===== config.mk =====
export PLATFORM = sky130hd
export DESIGN_NAME = grid_path_count_obstacles_top
export DESIGN_NICKNAME = d
export VERILOG_FILES = /design/src/rtl/gpc_pkg.sv /design/src/rtl/gpc_ram.sv /design/src/rtl/gpc_fifo.sv /design/src/rtl/gpc_front.sv /design/src/rtl/gpc_back.sv /design/src/rtl/grid_path_count_obstacles_top.sv
export SDC_FILE = /design/constraint.sdc
export NUM_CORES = 1
export LEC_CHECK = 0
export BUFFER_PORTS_ARGS = -buffer_cell sky130_fd_sc_hd__buf_2
export CORE_ASPECT_RATIO = 0.8
export CORE_MARGIN = 2
export CORE_UTILIZATION = 40
export CTS_CLUSTER_SIZE = 8
export DETAILED_ROUTE_END_ITERATION = 8
export GPL_ROUTABILITY_DRIVEN = 0
export PLACE_DENSITY = 0.65
export SYNTH_ARGS = -nofsm -noshare
export SYNTH_HDL_FRONTEND = slang
export SYNTH_SLANG_ARGS = --single-unit

===== constraint.sdc =====
create_clock -name clk -period 5.25 [get_ports clk]
set_input_delay 0.525 -clock clk [delete_from_list [all_inputs] [get_ports clk]]
set_output_delay 0.525 -clock clk [all_outputs]
set_load 0.01 [all_outputs]

===== src/rtl/gpc_pkg.sv =====
package gpc_pkg;

  // Configuration register indexes.
  localparam int CFG_INDEX_BITS = 8;
  localparam logic [CFG_INDEX_BITS-1:0] REG_GRID_WIDTH  = 8'd0;
  localparam logic [CFG_INDEX_BITS-1:0] REG_GRID_HEIGHT = 8'd1;

  localparam int DIM_BITS = 5;
  localparam logic [DIM_BITS-1:0] WIDTH_RESET  = 5'd5;
  localparam logic [DIM_BITS-1:0] HEIGHT_RESET = 5'd5;

  // Reported column and row indexes are this wide.
  localparam int INDEX_OUT_BITS = 4;

  // Classification of one cell, made by the front and used by the back.
  typedef struct packed {
    logic blocked;
    logic left_edge;
    logic top_row;
    logic last;
  } cell_flags_t;

  localparam int FLAG_BITS = $bits(cell_flags_t);

endpackage


===== src/rtl/gpc_ram.sv =====
module gpc_ram #(
  parameter int WIDTH = 32,
  parameter int DEPTH = 16
) (
  input  logic                     clk,
  input  logic                     we,
  input  logic [$clog2(DEPTH)-1:0] waddr,
  input  logic [WIDTH-1:0]         wdata,
  input  logic [$clog2(DEPTH)-1:0] raddr,
  output logic [WIDTH-1:0]         rdata
);

  logic [WIDTH-1:0] mem [DEPTH];

  always_ff @(posedge clk) begin
    if (we) begin
      mem[waddr] <= wdata;
    end
    rdata <= mem[raddr];
  end

endmodule


===== src/rtl/gpc_fifo.sv =====
module gpc_fifo #(
  parameter int WIDTH   = 8,
  parameter int DEPTH   = 2,
  parameter int RESERVE = 0
) (
  input  logic             clk,
  input  logic             rst,
  input  logic             push,
  input  logic             pop,
  input  logic [WIDTH-1:0] wdata,
  output logic [WIDTH-1:0] rdata,
  output logic             full,
  output logic             empty
);

  localparam int PB = $clog2(DEPTH);
  localparam int LB = $clog2(DEPTH + 1);

  logic [WIDTH-1:0] mem [DEPTH];
  logic [PB-1:0]    wptr;
  logic [PB-1:0]    rptr;
  logic [LB-1:0]    level;
  logic             do_push;
  logic             do_pop;

  // Full reports early by RESERVE entries so a writer may keep items in flight.
  assign full    = (level >= LB'(DEPTH - RESERVE));
  assign empty   = (level == '0);
  assign do_push = push && (level != LB'(DEPTH));
  assign do_pop  = pop && !empty;
  assign rdata   = mem[rptr];

  always_ff @(posedge clk) begin
    if (rst) begin
      wptr  <= '0;
      rptr  <= '0;
      level <= '0;
    end else begin
      if (do_push) begin
        wptr <= (wptr == PB'(DEPTH - 1)) ? '0 : wptr + PB'(1);
      end
      if (do_pop) begin
        rptr <= (rptr == PB'(DEPTH - 1)) ? '0 : rptr + PB'(1);
      end
      case ({do_push, do_pop})
        2'b10:   level <= level + LB'(1);
        2'b01:   level <= level - LB'(1);
        default: level <= level;
      endcase
    end
  end

  always_ff @(posedge clk) begin
    if (do_push) begin
      mem[wptr] <= wdata;
    end
  end

endmodule


===== src/rtl/gpc_front.sv =====
module gpc_front #(
  parameter int MAX_WIDTH  = 16,
  parameter int MAX_HEIGHT = 16
) (
  input  logic                                 clk,
  input  logic                                 rst,
  input  logic                                 push,
  output logic                                 full,
  input  logic                                 blocked,
  input  logic                                 cfg_valid,
  output logic                                 cfg_ready,
  input  logic [gpc_pkg::CFG_INDEX_BITS-1:0]   cfg_index,
  input  logic [gpc_pkg::DIM_BITS-1:0]         cfg_data,
  output logic                                 q_push,
  input  logic                                 q_full,
  output gpc_pkg::cell_flags_t                 q_flags,
  output logic [$clog2(MAX_WIDTH)-1:0]         q_col,
  output logic [$clog2(MAX_HEIGHT)-1:0]        q_row
);

  localparam int CB = $clog2(MAX_WIDTH);
  localparam int RB = $clog2(MAX_HEIGHT);

  logic [gpc_pkg::DIM_BITS-1:0] grid_width;
  logic [gpc_pkg::DIM_BITS-1:0] grid_height;
  logic [CB-1:0]                col;
  logic [RB-1:0]                row;
  logic [CB-1:0]                col_last;
  logic [RB-1:0]                row_last;
  logic                         accept;
  logic                         at_end;

  assign cfg_ready = 1'b1;
  assign full      = q_full;
  assign accept    = push && !q_full;
  assign q_push    = accept;

  // Last usable column and row; zero acts as one and large values clamp.
  always_comb begin
    if (grid_width == '0) begin
      col_last = '0;
    end else if (int'(grid_width) > MAX_WIDTH) begin
      col_last = CB'(MAX_WIDTH - 1);
    end else begin
      col_last = CB'(grid_width - gpc_pkg::DIM_BITS'(1));
    end
    if (grid_height == '0) begin
      row_last = '0;
    end else if (int'(grid_height) > MAX_HEIGHT) begin
      row_last = RB'(MAX_HEIGHT - 1);
    end else begin
      row_last = RB'(grid_height - gpc_pkg::DIM_BITS'(1));
    end
  end

  assign at_end = (col == col_last) && (row == row_last);

  always_comb begin
    q_flags.blocked   = blocked;
    q_flags.left_edge = (col == '0);
    q_flags.top_row   = (row == '0);
    q_flags.last      = at_end;
    q_col             = col;
    q_row             = row;
  end

  always_ff @(posedge clk) begin
    if (rst) begin
      grid_width  <= gpc_pkg::WIDTH_RESET;
      grid_height <= gpc_pkg::HEIGHT_RESET;
      col         <= '0;
      row         <= '0;
    end else if (cfg_valid && (cfg_index == gpc_pkg::REG_GRID_WIDTH)) begin
      grid_width <= cfg_data;
      col        <= '0;
      row        <= '0;
    end else if (cfg_valid && (cfg_index == gpc_pkg::REG_GRID_HEIGHT)) begin
      grid_height <= cfg_data;
      col         <= '0;
      row         <= '0;
    end else if (accept) begin
      if (col == col_last) begin
        col <= '0;
        row <= at_end ? '0 : row + RB'(1);
      end else begin
        col <= col + CB'(1);
      end
    end
  end

endmodule


===== src/rtl/gpc_back.sv =====
module gpc_back #(
  parameter int MAX_WIDTH  = 16,
  parameter int MAX_HEIGHT = 16,
  parameter int COUNT_BITS = 32
) (
  input  logic                                     clk,
  input  logic                                     rst,
  input  logic                                     q_empty,
  output logic                                     q_pop,
  input  gpc_pkg::cell_flags_t                     q_flags,
  input  logic [$clog2(MAX_WIDTH)-1:0]             q_col,
  input  logic [$clog2(MAX_HEIGHT)-1:0]            q_row,
  output logic                                     empty,
  input  logic                                     pop,
  output logic [COUNT_BITS-1:0]                    path_count,
  output logic [gpc_pkg::INDEX_OUT_BITS-1:0]       column,
  output logic [gpc_pkg::INDEX_OUT_BITS-1:0]       row,
  output logic                                     last_cell
);

  localparam int CB        = $clog2(MAX_WIDTH);
  localparam int RB        = $clog2(MAX_HEIGHT);
  localparam int IB        = gpc_pkg::INDEX_OUT_BITS;
  localparam int OUT_W     = COUNT_BITS + 2 * IB + 1;
  localparam int OUT_DEPTH = 4;

  gpc_pkg::cell_flags_t  s1_flags;
  logic                  s1_valid;
  logic [CB-1:0]         s1_col;
  logic [RB-1:0]         s1_row;
  logic                  fwd_hit;
  logic [COUNT_BITS-1:0] fwd_data;
  logic [COUNT_BITS-1:0] left_count;
  logic [COUNT_BITS-1:0] ram_rdata;
  logic [COUNT_BITS-1:0] above;
  logic [COUNT_BITS-1:0] left;
  logic [COUNT_BITS:0]   sum;
  logic [COUNT_BITS-1:0] count;
  logic                  out_full;
  logic [OUT_W-1:0]      out_wdata;
  logic [OUT_W-1:0]      out_rdata;

  // The result queue reports full one entry early, so an item read from the
  // line buffer always finds room on the next cycle.
  assign q_pop = !q_empty && !out_full;

  gpc_ram #(
    .WIDTH(COUNT_BITS),
    .DEPTH(MAX_WIDTH)
  ) u_line (
    .clk  (clk),
    .we   (s1_valid),
    .waddr(s1_col),
    .wdata(count),
    .raddr(q_col),
    .rdata(ram_rdata)
  );

  // A one-column grid reads the entry that the previous item writes in the
  // same cycle; that value is bypassed around the line buffer.
  always_comb begin
    above = s1_flags.top_row ? '0 : (fwd_hit ? fwd_data : ram_rdata);
    left  = s1_flags.left_edge ? '0 : left_count;
    sum   = {1'b0, left} + {1'b0, above};
    if (s1_flags.blocked) begin
      count = '0;
    end else if (s1_flags.left_edge && s1_flags.top_row) begin
      count = COUNT_BITS'(1);
    end else if (sum[COUNT_BITS]) begin
      count = '1;
    end else begin
      count = sum[COUNT_BITS-1:0];
    end
  end

  always_ff @(posedge clk) begin
    if (rst) begin
      s1_valid <= 1'b0;
    end else begin
      s1_valid <= q_pop;
    end
  end

  always_ff @(posedge clk) begin
    if (q_pop) begin
      s1_flags <= q_flags;
      s1_col   <= q_col;
      s1_row   <= q_row;
      fwd_hit  <= s1_valid && (s1_col == q_col);
      fwd_data <= count;
    end
    if (s1_valid) begin
      left_count <= count;
    end
  end

  assign out_wdata = {count, IB'(s1_col), IB'(s1_row), s1_flags.last};

  gpc_fifo #(
    .WIDTH  (OUT_W),
    .DEPTH  (OUT_DEPTH),
    .RESERVE(1)
  ) u_out (
    .clk  (clk),
    .rst  (rst),
    .push (s1_valid),
    .pop  (pop),
    .wdata(out_wdata),
    .rdata(out_rdata),
    .full (out_full),
    .empty(empty)
  );

  assign path_count = out_rdata[OUT_W-1 -: COUNT_BITS];
  assign column     = out_rdata[2*IB -: IB];
  assign row        = out_rdata[IB -: IB];
  assign last_cell  = out_rdata[0];

endmodule


===== src/rtl/grid_path_count_obstacles_top.sv =====
// Channel    Direction  Handshake            Payload
// input      in         push / full          blocked
// result     out        empty / pop          path_count, column, row, last_cell
// config     in         cfg_valid/cfg_ready  cfg_index, cfg_data
//
// One cell per clock is sustained while results are popped; an accepted item
// passes the cell queue, the line-buffer read and count, then the result queue.
// The rate is set by the single line-buffer read and saturating add per cell.
// Reset (rst, synchronous) sets both dimensions to 5 and restarts at cell (0,0).
// A stalled result side fills the result queue and then the cell queue, after
// which full rises; configuration writes are always taken.
module grid_path_count_obstacles_top #(
  parameter int MAX_WIDTH  = 16,
  parameter int MAX_HEIGHT = 16,
  parameter int COUNT_BITS = 32
) (
  input  logic                                clk,
  input  logic                                rst,
  input  logic                                push,
  output logic                                full,
  input  logic                                blocked,
  output logic                                empty,
  input  logic                                pop,
  output logic [COUNT_BITS-1:0]               path_count,
  output logic [gpc_pkg::INDEX_OUT_BITS-1:0]  column,
  output logic [gpc_pkg::INDEX_OUT_BITS-1:0]  row,
  output logic                                last_cell,
  input  logic                                cfg_valid,
  output logic                                cfg_ready,
  input  logic [gpc_pkg::CFG_INDEX_BITS-1:0]  cfg_index,
  input  logic [gpc_pkg::DIM_BITS-1:0]        cfg_data
);

  localparam int CB    = $clog2(MAX_WIDTH);
  localparam int RB    = $clog2(MAX_HEIGHT);
  localparam int FB    = gpc_pkg::FLAG_BITS;
  localparam int CMD_W = FB + CB + RB;

  gpc_pkg::cell_flags_t f_flags;
  gpc_pkg::cell_flags_t b_flags;
  logic [CB-1:0]        f_col;
  logic [RB-1:0]        f_row;
  logic [CB-1:0]        b_col;
  logic [RB-1:0]        b_row;
  logic                 q_push;
  logic                 q_full;
  logic                 q_pop;
  logic                 q_empty;
  logic [CMD_W-1:0]     q_wdata;
  logic [CMD_W-1:0]     q_rdata;

  gpc_front #(
    .MAX_WIDTH (MAX_WIDTH),
    .MAX_HEIGHT(MAX_HEIGHT)
  ) u_front (
    .clk      (clk),
    .rst      (rst),
    .push     (push),
    .full     (full),
    .blocked  (blocked),
    .cfg_valid(cfg_valid),
    .cfg_ready(cfg_ready),
    .cfg_index(cfg_index),
    .cfg_data (cfg_data),
    .q_push   (q_push),
    .q_full   (q_full),
    .q_flags  (f_flags),
    .q_col    (f_col),
    .q_row    (f_row)
  );

  assign q_wdata = {f_flags, f_col, f_row};

  gpc_fifo #(
    .WIDTH  (CMD_W),
    .DEPTH  (2),
    .RESERVE(0)
  ) u_cellq (
    .clk  (clk),
    .rst  (rst),
    .push (q_push),
    .pop  (q_pop),
    .wdata(q_wdata),
    .rdata(q_rdata),
    .full (q_full),
    .empty(q_empty)
  );

  assign b_flags = gpc_pkg::cell_flags_t'(q_rdata[CMD_W-1 -: FB]);
  assign b_col   = q_rdata[CB+RB-1 -: CB];
  assign b_row   = q_rdata[RB-1:0];

  gpc_back #(
    .MAX_WIDTH (MAX_WIDTH),
    .MAX_HEIGHT(MAX_HEIGHT),
    .COUNT_BITS(COUNT_BITS)
  ) u_back (
    .clk       (clk),
    .rst       (rst),
    .q_empty   (q_empty),
    .q_pop     (q_pop),
    .q_flags   (b_flags),
    .q_col     (b_col),
    .q_row     (b_row),
    .empty     (empty),
    .pop       (pop),
    .path_count(path_count),
    .column    (column),
    .row       (row),
    .last_cell (last_cell)
  );

endmodule

Word level (Yosys, flattened, before mapping):

Memories as Yosys holds them, arrays and structs flattened. A register that Yosys moved wholly into a read port is not among the register bits.
Cells that the tools add are included.
Widths: inputs -> output; s select.

* flip-flop bits (word level): 107
* input bits: 19
* memories kept: 3
* output and inout bits: 44
* memory bits (writable): 700

* reductions and logical operators: 27
* equality and inequality tests: 12
* $add $sub $neg: 13
* muxes and demuxes: 28
* magnitude comparators: 4
* bitwise gates (word level): 1

Memories
* u_back.u_line.mem: depth 16, bits a word 32, read ports 1, clocked after Yosys merged registers in 1, wr ports 1, line gpc_ram.sv:13 `logic [WIDTH-1:0] mem [DEPTH];`
* u_back.u_out.mem: depth 4, bits a word 41, read ports 1, clocked after Yosys merged registers in 1, wr ports 1, line gpc_fifo.sv:19 `logic [WIDTH-1:0] mem [DEPTH];`
* u_cellq.mem: depth 2, bits a word 12, read ports 1, clocked after Yosys merged registers in 1, wr ports 1, line gpc_fifo.sv:19

Operator list (count)
* $mux 32: 6
* $add 32x32->33: 1
* $mux 4: 6
* $eq 4x4->1: 3
* $logic_and 1x1->1: 11
* $gt 5x5->1 const B: 2
* $logic_not 5->1: 2
* $mux 1: 10
* $add 4x1->4 const B: 2
* $eq 2x2->1 const B: 4
* $eq 8x1->1 const B: 1
* $logic_not 4->1: 2
* $logic_not 8->1: 1
* $mux 2: 4
* $sub 4x1->4 const B: 2
* $add 2x1->2 const B: 3
* $pmux 3 s2: 1
* $eq 2x1->1 const B: 2
* $logic_not 1->1: 4
* $pmux 2 s2: 1
* $reduce_and 2->1: 2
* $reduce_bool 2->1: 2
* $add 3x1->3 const B: 1
* $ge 3x2->1 const B: 1
* 10 further kinds: 11

Logic depth before layout (Yosys ltp):

Gate-level depths: netlist of the first run.

* word-level depth: 6
* depth in mapped cells: 16
* gate-level depth less buffers: 12

Modules after synthesis:

Synthesis of the first run repeated with hierarchy kept, for this count alone.

* cell total of the unflattened synthesis: 1770
* area, all modules: 33693.6 um2

By module, submodules not included
* gpc_ram: cells each 838, area an instance 19854.0 um2, times used 1
* gpc_fifo (u_back.u_out): cells each 268, area an instance 6408.6 um2, times used 1
* gpc_back: cells each 460, area an instance 5138.7 um2, times used 1
* gpc_front: cells each 141, area an instance 1209.9 um2, times used 1
* gpc_fifo (u_cellq): cells each 63, area an instance 1082.3 um2, times used 1

Worst setup path before layout of the first run:

Ideal clock, no wire load.

* path type: register -> register
* start: reg u_cellq.level[0]
* end: reg u_cellq.level[1]
* cell stages (with the launch flop): 6
* arrival time: 5.111 ns
* path buffers: 0
* required time: 5.179 ns
* library setup time: 0.071 ns
* path slack: 0.069 ns
* clock period less this slack: 5.181 ns
* cells stage by stage: dfxtp_1 nor2_1 a211oi_1 ha_1 or3_1 a21oi_1

* longest elaborated chain between the ends: 6
* elaborated cells between the ends (all ways): 15
* classes of those cells: 2 x add/sub; 1 x order compare; 3 x eq/ne; 1 x mux; 8 x reduce/logical

RTL lines
* start, declared: line gpc_fifo.sv:22 `logic [LB-1:0] level;`
* start signal, assigned: line gpc_fifo.sv:46 `2'b10: level <= level + LB'(1);`
* start signal, assigned: line gpc_fifo.sv:47 `2'b01: level <= level - LB'(1);`
* start signal, assigned: line gpc_fifo.sv:48 `default: level <= level;`
* $logic_not 2->1 *: line gpc_fifo.sv:28 `assign empty = (level == '0);`
* $logic_not 1->1 *: line gpc_back.sv:45 `assign q_pop = !q_empty && !out_full;`
* $logic_and 1x1->1 *: line gpc_back.sv:45
* named net q_pop: line grid_path_count_obstacles_top.sv:47 `logic q_pop;`
* $logic_and 1x1->1 *: line gpc_fifo.sv:30 `assign do_pop = pop && !empty;`
* $eq 2x1->1 or $eq 2x2->1 (tied branches): line gpc_fifo.sv:45 `case ({do_push, do_pop})`
* $pmux 2 s2 or $reduce_bool 2->1 (tied branches)

Mark *: on every way through the listed nets, which the timed path passes. The rest lies on a longest branch.
A chain may end at the register's enable or synchronous reset.

Worst setup path after layout of the first run:

* start: reg u_back.fwd_hit
* end: mem u_back.u_line.mem[2][13] (netlist: u_back.u_line.mem[1][13]), data pin

* longest elaborated chain between the ends: 6

RTL lines
* start, declared: line gpc_back.sv:31 `logic fwd_hit;`
* start signal, assigned: line gpc_back.sv:89 `fwd_hit <= s1_valid && (s1_col == q_col);`
* $mux 32 (2 in series): line gpc_back.sv:62 `above = s1_flags.top_row ? '0 : (fwd_hit ? fwd_data : ram_rdata);`
* $add 32x32->33: line gpc_back.sv:64 `sum = {1'b0, left} + {1'b0, above};`
* $mux 32: line gpc_back.sv:69 `end else if (sum[COUNT_BITS]) begin`
* $mux 32: line gpc_back.sv:67 `end else if (s1_flags.left_edge && s1_flags.top_row) begin`
* $mux 32: line gpc_back.sv:65 `if (s1_flags.blocked) begin`
* named net u_back.count[13]: line gpc_back.sv:38 `logic [COUNT_BITS-1:0] count;`
* end, declared: line gpc_ram.sv:13

The timed path passes the listed nets, and every way through them passes these cells.

==> results of run 1 <==
## cell families after synthesis
family | count (synthesis) | share of synthesized area, %
and+or+nand+nor | 1045 | 13.52
DFF | 842 | 72.08
AOI/OAI and AO/OA | 237 | 4.723
buffers and inverters | 180 | 2.083
muxes | 99 | 4.441
adders and majority gates | 51 | 1.882
xor gates and xnor gates | 49 | 1.256
other | 1 | 0.01097
## worst max-delay path: cells and delay by family, from the launching register on
| family | cells | cell delay (ns) |
|---|---|---|
| AOI/OAI and AO/OA | 4 | 1.69 |
| buffers and inverters | 2 | 0.47 |
| adders and majority gates | 1 | 0.41 |
| and+or+nand+nor | 5 | 1.16 |
| DFF | 1 | 0.41 |
| muxes | 1 | 0.23 |
## how the worst max path moves through the flow
stage,start,end,slack [ns],cells after the start
detailed placement,u_back.s1_flags[1],u_back.u_line.mem[12][18],0.34,11
global placement,u_back.s1_flags[1],u_back.u_out.mem[0][31],0.55,11
floorplan,u_cellq.level[0],u_cellq.level[1],0.07,5
CTS,u_back.s1_flags[1],u_back.u_line.mem[0][18],0.30,11
global route,u_back.fwd_hit,u_back.u_line.mem[1][13],0.27,13
finish,u_back.fwd_hit,u_back.u_line.mem[1][13],0.44,13
## layout make-up
type                    instances  area [um^2]
clock buffers                 202         3268
flip-flops and latches        842        24640
multi-input cells            1482         9089
fillers                      7165        44860
well taps                    1115         1395
clock inverters                 2        23.77
repair buffers                120        873.3
inverters                      31        126.4
## cell usage after synthesis, drive strengths merged (44+ instances only)
cell type / number
nand3: 269
a21oi: 69
nand2: 553
buf: 44
clkbuf: 105
nor2: 82
ha: 45
a311oi: 65
edfxtp: 777
dfxtp: 65
mux2i: 47
## per-layer routing
layer  part of all wire [%]  up-vias  GRT usage (%)  wire (um)
li1                       -     9490              -          -
met1                     44    10603          27.37      37450
met2                     47      853          30.74      39760
met3                    7.3      111          3.550       6171
met4                    1.7        0          4.928       1478
met5                      0        -              0          0
## report_power, final
part	switching, mW	internal, mW	total, mW	leakage [nW]
logic	3.51	1.66	5.17	4.38
clock network	2.62	4.13	6.76	1.56
registers	0.417	8.52	8.93	7.75
## registers in the layout, summed over array words and instances (netlist names), 5 cells and up, named ones only
| name | cells |
|---|---|
| u_back.u_line.mem | 512 |
| u_back.u_out.mem | 164 |
| u_back.fwd_data | 32 |
| u_back.left_count | 32 |
| u_back.u_line.rdata | 32 |
| u_cellq.mem | 24 |
| u_front.grid_height | 5 |
| u_front.grid_width | 5 |
==> out/metrics.yaml, run 1 <==
yosys:
  syn-instance-count: 2504
  syn_avg_cell_area_um2: 13.65
  synth.area.top_cells: "edfxtp_1 (68%), nand2_1 (6.1%), nand3_1 (3.9%), dfxtp_1 (3.8%), mux4_2 (2.7%)"
  yosys_warnings: 0
  synth_nets: 2570
  synthFlopType: "edfxtp_1"
  synth_seq_area_share_pct: 72.08
  synth-edff-count: 777
  yosys_register_bits: 842
  synth_area_um2: 34170
  async_flop_share_pct: 0
  ys_types: 60
  synth_top_area_share_pct: 68.28
  yosysTopAreaCell: "edfxtp_1"
sta:
  hold_ws_ns: 0.08798
  tns_ns: 0
  fin_ws_ns: 0.4411
  tightestPinTransition_ns: 1.424
  drv_slew: 0
  relSlewSlack_pct: 5.073
  skew_ns: 0.02703
  period_share_pct: 91.60
  max_freq_mhz: 207.9
  rsz0062_at_grt: "no"
  period_needed_ns: 4.809
  hold_violations: 0
  finalSetupViolCount: 0
floorplan:
  die_width_um: 330.8
  die_y_um: 265.4
  die-area_um2: 87800
  pin_count: 63
  std_cell_rows: 95
  start_util_pct: 40.55
  core_um2: 84270
global_routing:
  antenna_found_initial: 1
  gr-total-overflow: 0
  grtUsageTotal_pct: 19.31
  grt_first_pass_wirelength_um: 127900
  grt_pass1_vias: 20949
  grt_start_max_net_pins: 113
cts:
  root_buffer: "clkbuf_16"
  cts_tree: "yes"
  clock_sinks: 842
  path_clk_slew_ns: 0.06
  cts.repair.resized: 0
  cts_buffers: 115
  htreeDepth: 3
  insertion_delay_ns: 0.67
  cts_buffer_depth: 3
  post_cts_buffers: 0
  holdBufCountCts: 0
place:
  portBuffers: 61
  dp.cells: 3588
  dpl-instance-area_um2: 36020
  place_ws_ns: 0.3434
  dp_hpwl_um: 45480
detailed_routing:
  vias: 21057
  dr.first_iter.drc_count: 2388
  drtAntennaViolNets: 0
  vias_per_cell: 5.550
  drtPass1Iterations: 6
  totalWireLength_um: 84860
  remaining_drc_errors: 0
  post_drt_wl_per_cell_um: 22.37
min_path:
  min_to: "u_cellq.mem[1][11]"
  hold_start: "blocked"
  hold_class: "in2reg"
  whs_path_depth: 1
worst_setup_path:
  r2r_start: "u_back.fwd_hit"
  cp_common_cell: "buf_12"
  setup.worst_path.class: "reg2reg"
  arrival_ns: 5.06
  critPathLaunchType: "flop"
  cp_max_fo: 31
  crit_required_ns: 5.50
  path_cells: "buf_12 -> mux2i_1 -> nor2_1 -> ha_1 -> a21o_1 -> a311oi_2 -> nor4_1 -> nor4b_2 -> o21ai_2 -> nand4_1 -> and3b_1 -> buf_12 -> a21oi_1"
  critPathMaxStageDelay_ns: 1.08
  endpoint_kind: "flop"
  timing.rr.end: "u_back.u_line.mem[1][13]"
  r2r_setup_slack_ns: 0.44
  r2r_cells: 13
  worst_path_max_delay_cell: "a21oi_1"
layout:
  fin_area_um2: 39420
  postLayoutCoreUtil_pct: 46.77
  final_common_cell: "edfxtp_1"
  final_nets: 2658
  area_delta_synth_final_pct: 15.34
  layout_common_cells: "edfxtp_1 (777), nand2_1 (553), nand3_1 (269), clkbuf_16 (118), clkbuf_1 (84)"
  drive_gt1_share_pct: 13.10
  diodes: 0
  stdcell_count: 3794
power_and_ir_drop:
  finalPower_mw: 20.86
  vdd_drop_max_uv: 356.8
  p_per_area_nw_per_um2: 529.2
  leakagePower_nw: 13.69
job:
  maxCapViolCount: 0
status:
  outcome: "complete, no violations"
Power figures use the tool's default switching activity.
==> inputs of run 2 (changes only) <==
Settings changed: PLACE_DENSITY 0.65 to default, PLACE_DENSITY_LB_ADDON from default to 0.3.
==> run 2 against run 1 <==
Power shrank 0.39%. Hold slack lost 0.0020 ns. Highest routed layer unchanged. Worst setup slack gained 0.027 ns. Critical endpoint is now u_back.u_line.mem[11][17].
==> out/metrics.yaml, run 2 (synthesis gave the netlist of run 1 again) <==
place:
  dp.cells: 3590
  portBuffers: 61
  dp_hpwl_um: 44790
  place_ws_ns: 0.3986
sta:
  finalSetupViolCount: 0
  hold_violations: 0
  max_freq_mhz: 209.1
  period_share_pct: 91.08
  relSlewSlack_pct: 8.848
  tightestPinTransition_ns: 1.367
  fin_ws_ns: 0.4685
  period_needed_ns: 4.782
  skew_ns: 0.01878
  rsz0062_at_grt: "no"
  tns_ns: 0
  drv_slew: 0
detailed_routing:
  vias: 20746
  vias_per_cell: 5.464
  dr.first_iter.drc_count: 1972
  drtAntennaViolNets: 0
  totalWireLength_um: 84210
  drtPass1Iterations: 6
  post_drt_wl_per_cell_um: 22.18
  remaining_drc_errors: 0
power_and_ir_drop:
  switching_power_mw: 6.514
  power_frac_comb_pct: 24.6
  p_int_mw: 14.27
  finalPower_mw: 20.78
  swShare_pct: 31.34
  p_per_area_nw_per_um2: 527.9
  vdd_drop_max_uv: 293.0
  leakagePower_nw: 13.69
  pwr-share-clk_pct: 32.4
  p_seq_share_pct: 43.0
worst_setup_path:
  cp_max_fo: 23
  endpoint_kind: "flop"
  critPathLaunchType: "flop"
  setup.worst_path.class: "reg2reg"
  crit_required_ns: 5.50
  arrival_ns: 5.03
global_routing:
  grtUsageTotal_pct: 19.32
  grt_start_max_net_pins: 162
  grt_first_pass_wirelength_um: 128000
  grt_pass1_vias: 20688
  antenna_found_initial: 0
  gr-total-overflow: 0
floorplan:
  die_width_um: 330.8
  pin_count: 63
  die-area_um2: 87800
  core_um2: 84270
  start_util_pct: 40.55
  die_y_um: 265.4
  std_cell_rows: 95
cts:
  post_cts_buffers: 0
  root_buffer: "clkbuf_16"
  cts_buffers: 115
  htreeDepth: 3
  insertion_delay_ns: 0.66
  cts_tree: "yes"
  path_clk_slew_ns: 0.05
  clock_sinks: 842
  cts_buffer_depth: 3
  cts.repair.resized: 0
  holdBufCountCts: 0
layout:
  layout_common_cells: "edfxtp_1 (777), nand2_1 (553), nand3_1 (269), clkbuf_16 (117), clkbuf_1 (84)"
  diodes: 0
  area_delta_synth_final_pct: 15.20
  final_nets: 2661
  top_regs: "u_back.u_line.mem x512, u_back.u_out.mem x164"
  drive_gt1_share_pct: 13.01
  largest_reg_flops: 512
  postLayoutCoreUtil_pct: 46.71
  stdcell_count: 3797
  final_common_cell: "edfxtp_1"
  regMostFlops: "u_back.u_line.mem"
job:
  maxCapViolCount: 0
status:
  outcome: "complete, no violations"
min_path:
  hold_class: "in2reg"
## run 2: cell types whose count changed in the layout (fill, tap and decap cells not counted), moves of 2 or more
cell     before  now
a21oi_2      24   19
a21oi_1      45   50
buf_4        49   54
buf_12       10    8
## run 2: through the flow
step,hold slack [ns],instance area (um^2)
after detailed placement,0.4900,36010
final,0.08595,39370
after floorplan,0.4587,34170
after global routing,0.06867,39370
after global placement,0.4713,36010
after CTS,0.05919,39270
## run 2: critical path: stages (launching register included)
cell and delay [ns]:
edfxtp_1 0.39, buf_4 0.41, mux2i_1 0.24, nor2_1 0.06
ha_1 0.44, nand3_1 0.12, nor4_1 0.64, nor4b_2 0.15
o21ai_2 0.27, nand4_1 0.11, and3b_1 0.18, buf_4 0.27
a21oi_1 1.08
## run 2: metal layers
metal / global-route usage, % / vias to the layer above / share of wire [%]
li1: - / 9471 / -
met1: 27.81 / 10432 / 45
met2: 30.46 / 709 / 46
met3: 3.192 / 134 / 6.4
met4: 5.124 / 0 / 2.1
met5: 0 / - / 0
## run 2: power groups by stage
| stage | clock network, mW | registers, mW | logic (mW) |
|---|---|---|---|
| after floorplan | 0 | 8.84 | 3.46 |
| after global placement | 0 | 9.06 | 4.97 |
| after detailed placement | 0 | 9.07 | 5.10 |
| after CTS | 6.84 | 8.96 | 5.12 |
| after global routing | 7.14 | 9.02 | 5.63 |
| final | 6.72 | 8.94 | 5.11 |
## run 2: area by class of cell
cell class | instances | area (um^2)
Inverter | 31 | 123.9
Clock buffer | 201 | 3243
Multi-Input combinational cell | 1482 | 9070
Clock inverter | 3 | 25.02
Fill cell | 7291 | 44910
Timing Repair Buffer | 123 | 870.8
Tap cell | 1115 | 1395
Sequential cell | 842 | 24640
## run 2: final timing paths
check | from | to | slack, ns | cells after the start
max | u_back.fwd_hit | u_back.u_line.mem[11][17] | 0.47 | 12
max reg2reg | u_back.fwd_hit | u_back.u_line.mem[11][17] | 0.47 | 12
min | blocked | u_cellq.mem[0][11] | 0.09 | 1
min reg2reg | u_back.s1_row[0] | u_back.u_out.mem[0][1] | 0.50 | 0
==> inputs of run 3 (changes only) <==
Settings changed: CAP_MARGIN from default to 20.
Clock period 5.25 ns to 5 ns, I/O delays scaled along.
==> run 3 against run 2 <==
Routed wire length increased by 4.2%. Largest cell class unchanged. Highest routed layer is now met5. Critical path depth up 2. Sequential share of layout area is 0.45 points lower. Final cell count increased by 1.0%. Worst setup slack better by 0.094 ns.
==> out/metrics.yaml, run 3 (synthesis gave the netlist of run 1 again) <==
status:
  outcome: "complete, no violations"
layout:
  drive_gt1_share_pct: 13.64
  largest_reg_flops: 512
  final_common_cell: "edfxtp_1"
  area_delta_synth_final_pct: 16.04
  layout_common_cells: "edfxtp_1 (777), nand2_1 (553), nand3_1 (269), clkbuf_16 (118), clkbuf_1 (87)"
  final_nets: 2693
  fin_area_um2: 39650
  regMostFlops: "u_back.u_line.mem"
  nFillCells: 7225
  top_regs: "u_back.u_line.mem x512, u_back.u_out.mem x164"
  seqCellArea_um2: 24640
  multi_input_area_um2: 9027
detailed_routing:
  vias: 21188
  totalWireLength_um: 87720
  vias_per_cell: 5.523
  dr.first_iter.drc_count: 2284
  wl_met2_um: 40250
  highest_layer: "met5"
  drtAntennaViolNets: 0
  remaining_drc_errors: 0
  route.met3.wl_um: 6686
  post_drt_wl_per_cell_um: 22.87
  drtPass1Iterations: 5
  met1_length_um: 38690
cts:
  cts_buffers: 115
  cts_buffer_depth: 3
  root_buffer: "clkbuf_16"
  cts_tree: "yes"
  insertion_delay_ns: 0.68
  cts.repair.resized: 0
  post_cts_buffers: 0
  holdBufCountCts: 0
  path_clk_slew_ns: 0.05
  htreeDepth: 3
  clock_sinks: 842
floorplan:
  die-area_um2: 87800
  pin_count: 63
  die_y_um: 265.4
  start_util_pct: 40.55
  std_cell_rows: 95
  die_width_um: 330.8
  core_um2: 84270
worst_setup_path:
  crit_required_ns: 5.52
  worst-path-stages: 14
  cp_max_fo: 22
  setup.worst_path.class: "reg2reg"
  critPathMaxStageDelay_ns: 0.79
  r2r_cells: 14
  critPathLaunchType: "flop"
  crit_family: "compound AO/OA/AOI/OAI gates"
  worst_path_max_delay_cell: "a21oi_1"
  arrival_ns: 4.95
  path_cells: "buf_4 -> mux2i_1 -> nor2_1 -> ha_1 -> nand4_1 -> or2_0 -> o2bb2ai_1 -> nand4_1 -> o21ai_2 -> nand4_1 -> and3b_1 -> buf_4 -> a21oi_1 -> buf_4"
  endpoint_kind: "flop"
  critPathBufInv: 3
min_path:
  hold_class: "in2reg"
  whs_path_depth: 1
power_and_ir_drop:
  pwr-share-clk_pct: 32.5
  vdd_drop_max_uv: 378.0
  p_per_area_nw_per_um2: 557.2
  swShare_pct: 31.61
  leakagePower_nw: 13.91
  switching_power_mw: 6.984
  finalPower_mw: 22.09
  p_seq_share_pct: 42.4
  power_frac_comb_pct: 25.1
  p_int_mw: 15.11
global_routing:
  gr-total-overflow: 0
  grt_first_pass_wirelength_um: 130800
  antenna_found_initial: 2
  grtUsageTotal_pct: 20.07
  grt_start_max_net_pins: 129
  grt_pass1_vias: 20893
sta:
  finalSetupViolCount: 0
  skew_ns: 0.02405
  drv_slew: 0
  rsz0062_at_grt: "no"
  period_needed_ns: 4.437
  hold_violations: 0
  tns_ns: 0
  relSlewSlack_pct: 25.00
  tightestPinTransition_ns: 1.119
  period_share_pct: 88.74
  max_freq_mhz: 225.4
  fin_ws_ns: 0.5628
place:
  place_ws_ns: 0.3725
  dpl-instance-area_um2: 36290
  dp_hpwl_um: 48440
  portBuffers: 61
job:
  maxCapViolCount: 0
[run 3: changes by cell type in the layout (fill, tap and decap cells not counted), moves of 2 or more]
cell	before	now
a21oi_2	19	5
inv_6	3	5
buf_4	54	85
clkbuf_1	84	87
a21oi_1	50	64
[run 3: cell type report]
type	instances	area share (%)
inverter	31	0.3124
tap	1115	3.518
timing repair buffer	155	2.852
sequential	842	62.14
clock buffer	205	8.270
clock inverter	5	0.1388
antenna	1	0.006311
multi-input combinational	1482	22.77
[run 3: worst reg2reg max path, cell delays in order (launching register included)]
cell and delay [ns]:
edfxtp_1 0.39, buf_4 0.42, mux2i_1 0.29, nor2_1 0.06, ha_1 0.41, nand4_1 0.17
or2_0 0.23, o2bb2ai_1 0.27, nand4_1 0.15, o21ai_2 0.23, nand4_1 0.11, and3b_1 0.18
buf_4 0.26, a21oi_1 0.80, buf_4 0.31
[run 3: metrics by stage]
step                      util [%]  std cells  hold slack (ns)
after global routing         47.05       3835          0.01241
final                        47.05       3836          0.04647
after CTS                    47.02       3834          0.01293
after floorplan                  -       2504           0.4587
after global placement       42.81       3598           0.4720
after detailed placement     43.06       3624           0.4822
[run 3: worst paths after layout]
path	startpoint	to	slack [ns]
setup / recovery	u_back.fwd_hit	u_back.u_line.mem[13][29]	0.56
hold / removal	blocked	u_cellq.mem[1][11]	0.05
hold reg to reg	u_back.s1_row[1]	u_back.u_out.mem[0][2]	0.49
setup reg to reg	u_back.fwd_hit	u_back.u_line.mem[13][29]	0.56
[run 3: metal layers]
metal / up-vias / track usage [%]
met2: 865 / 30.97
met5: - / 0
met1: 10629 / 28.73
met4: 4 / 5.846
met3: 140 / 4.124
li1: 9550 / -
[run 3: power groups by stage]
stage	logic [mW]	registers (mW)	clock network, mW
2_1_floorplan	3.64	9.27	0
3_3_place_gp	5.34	9.52	0
3_5_place_dp	5.54	9.52	0
4_1_cts	5.56	9.39	7.30
5_1_grt	6.06	9.45	7.62
6_report	5.54	9.38	7.18
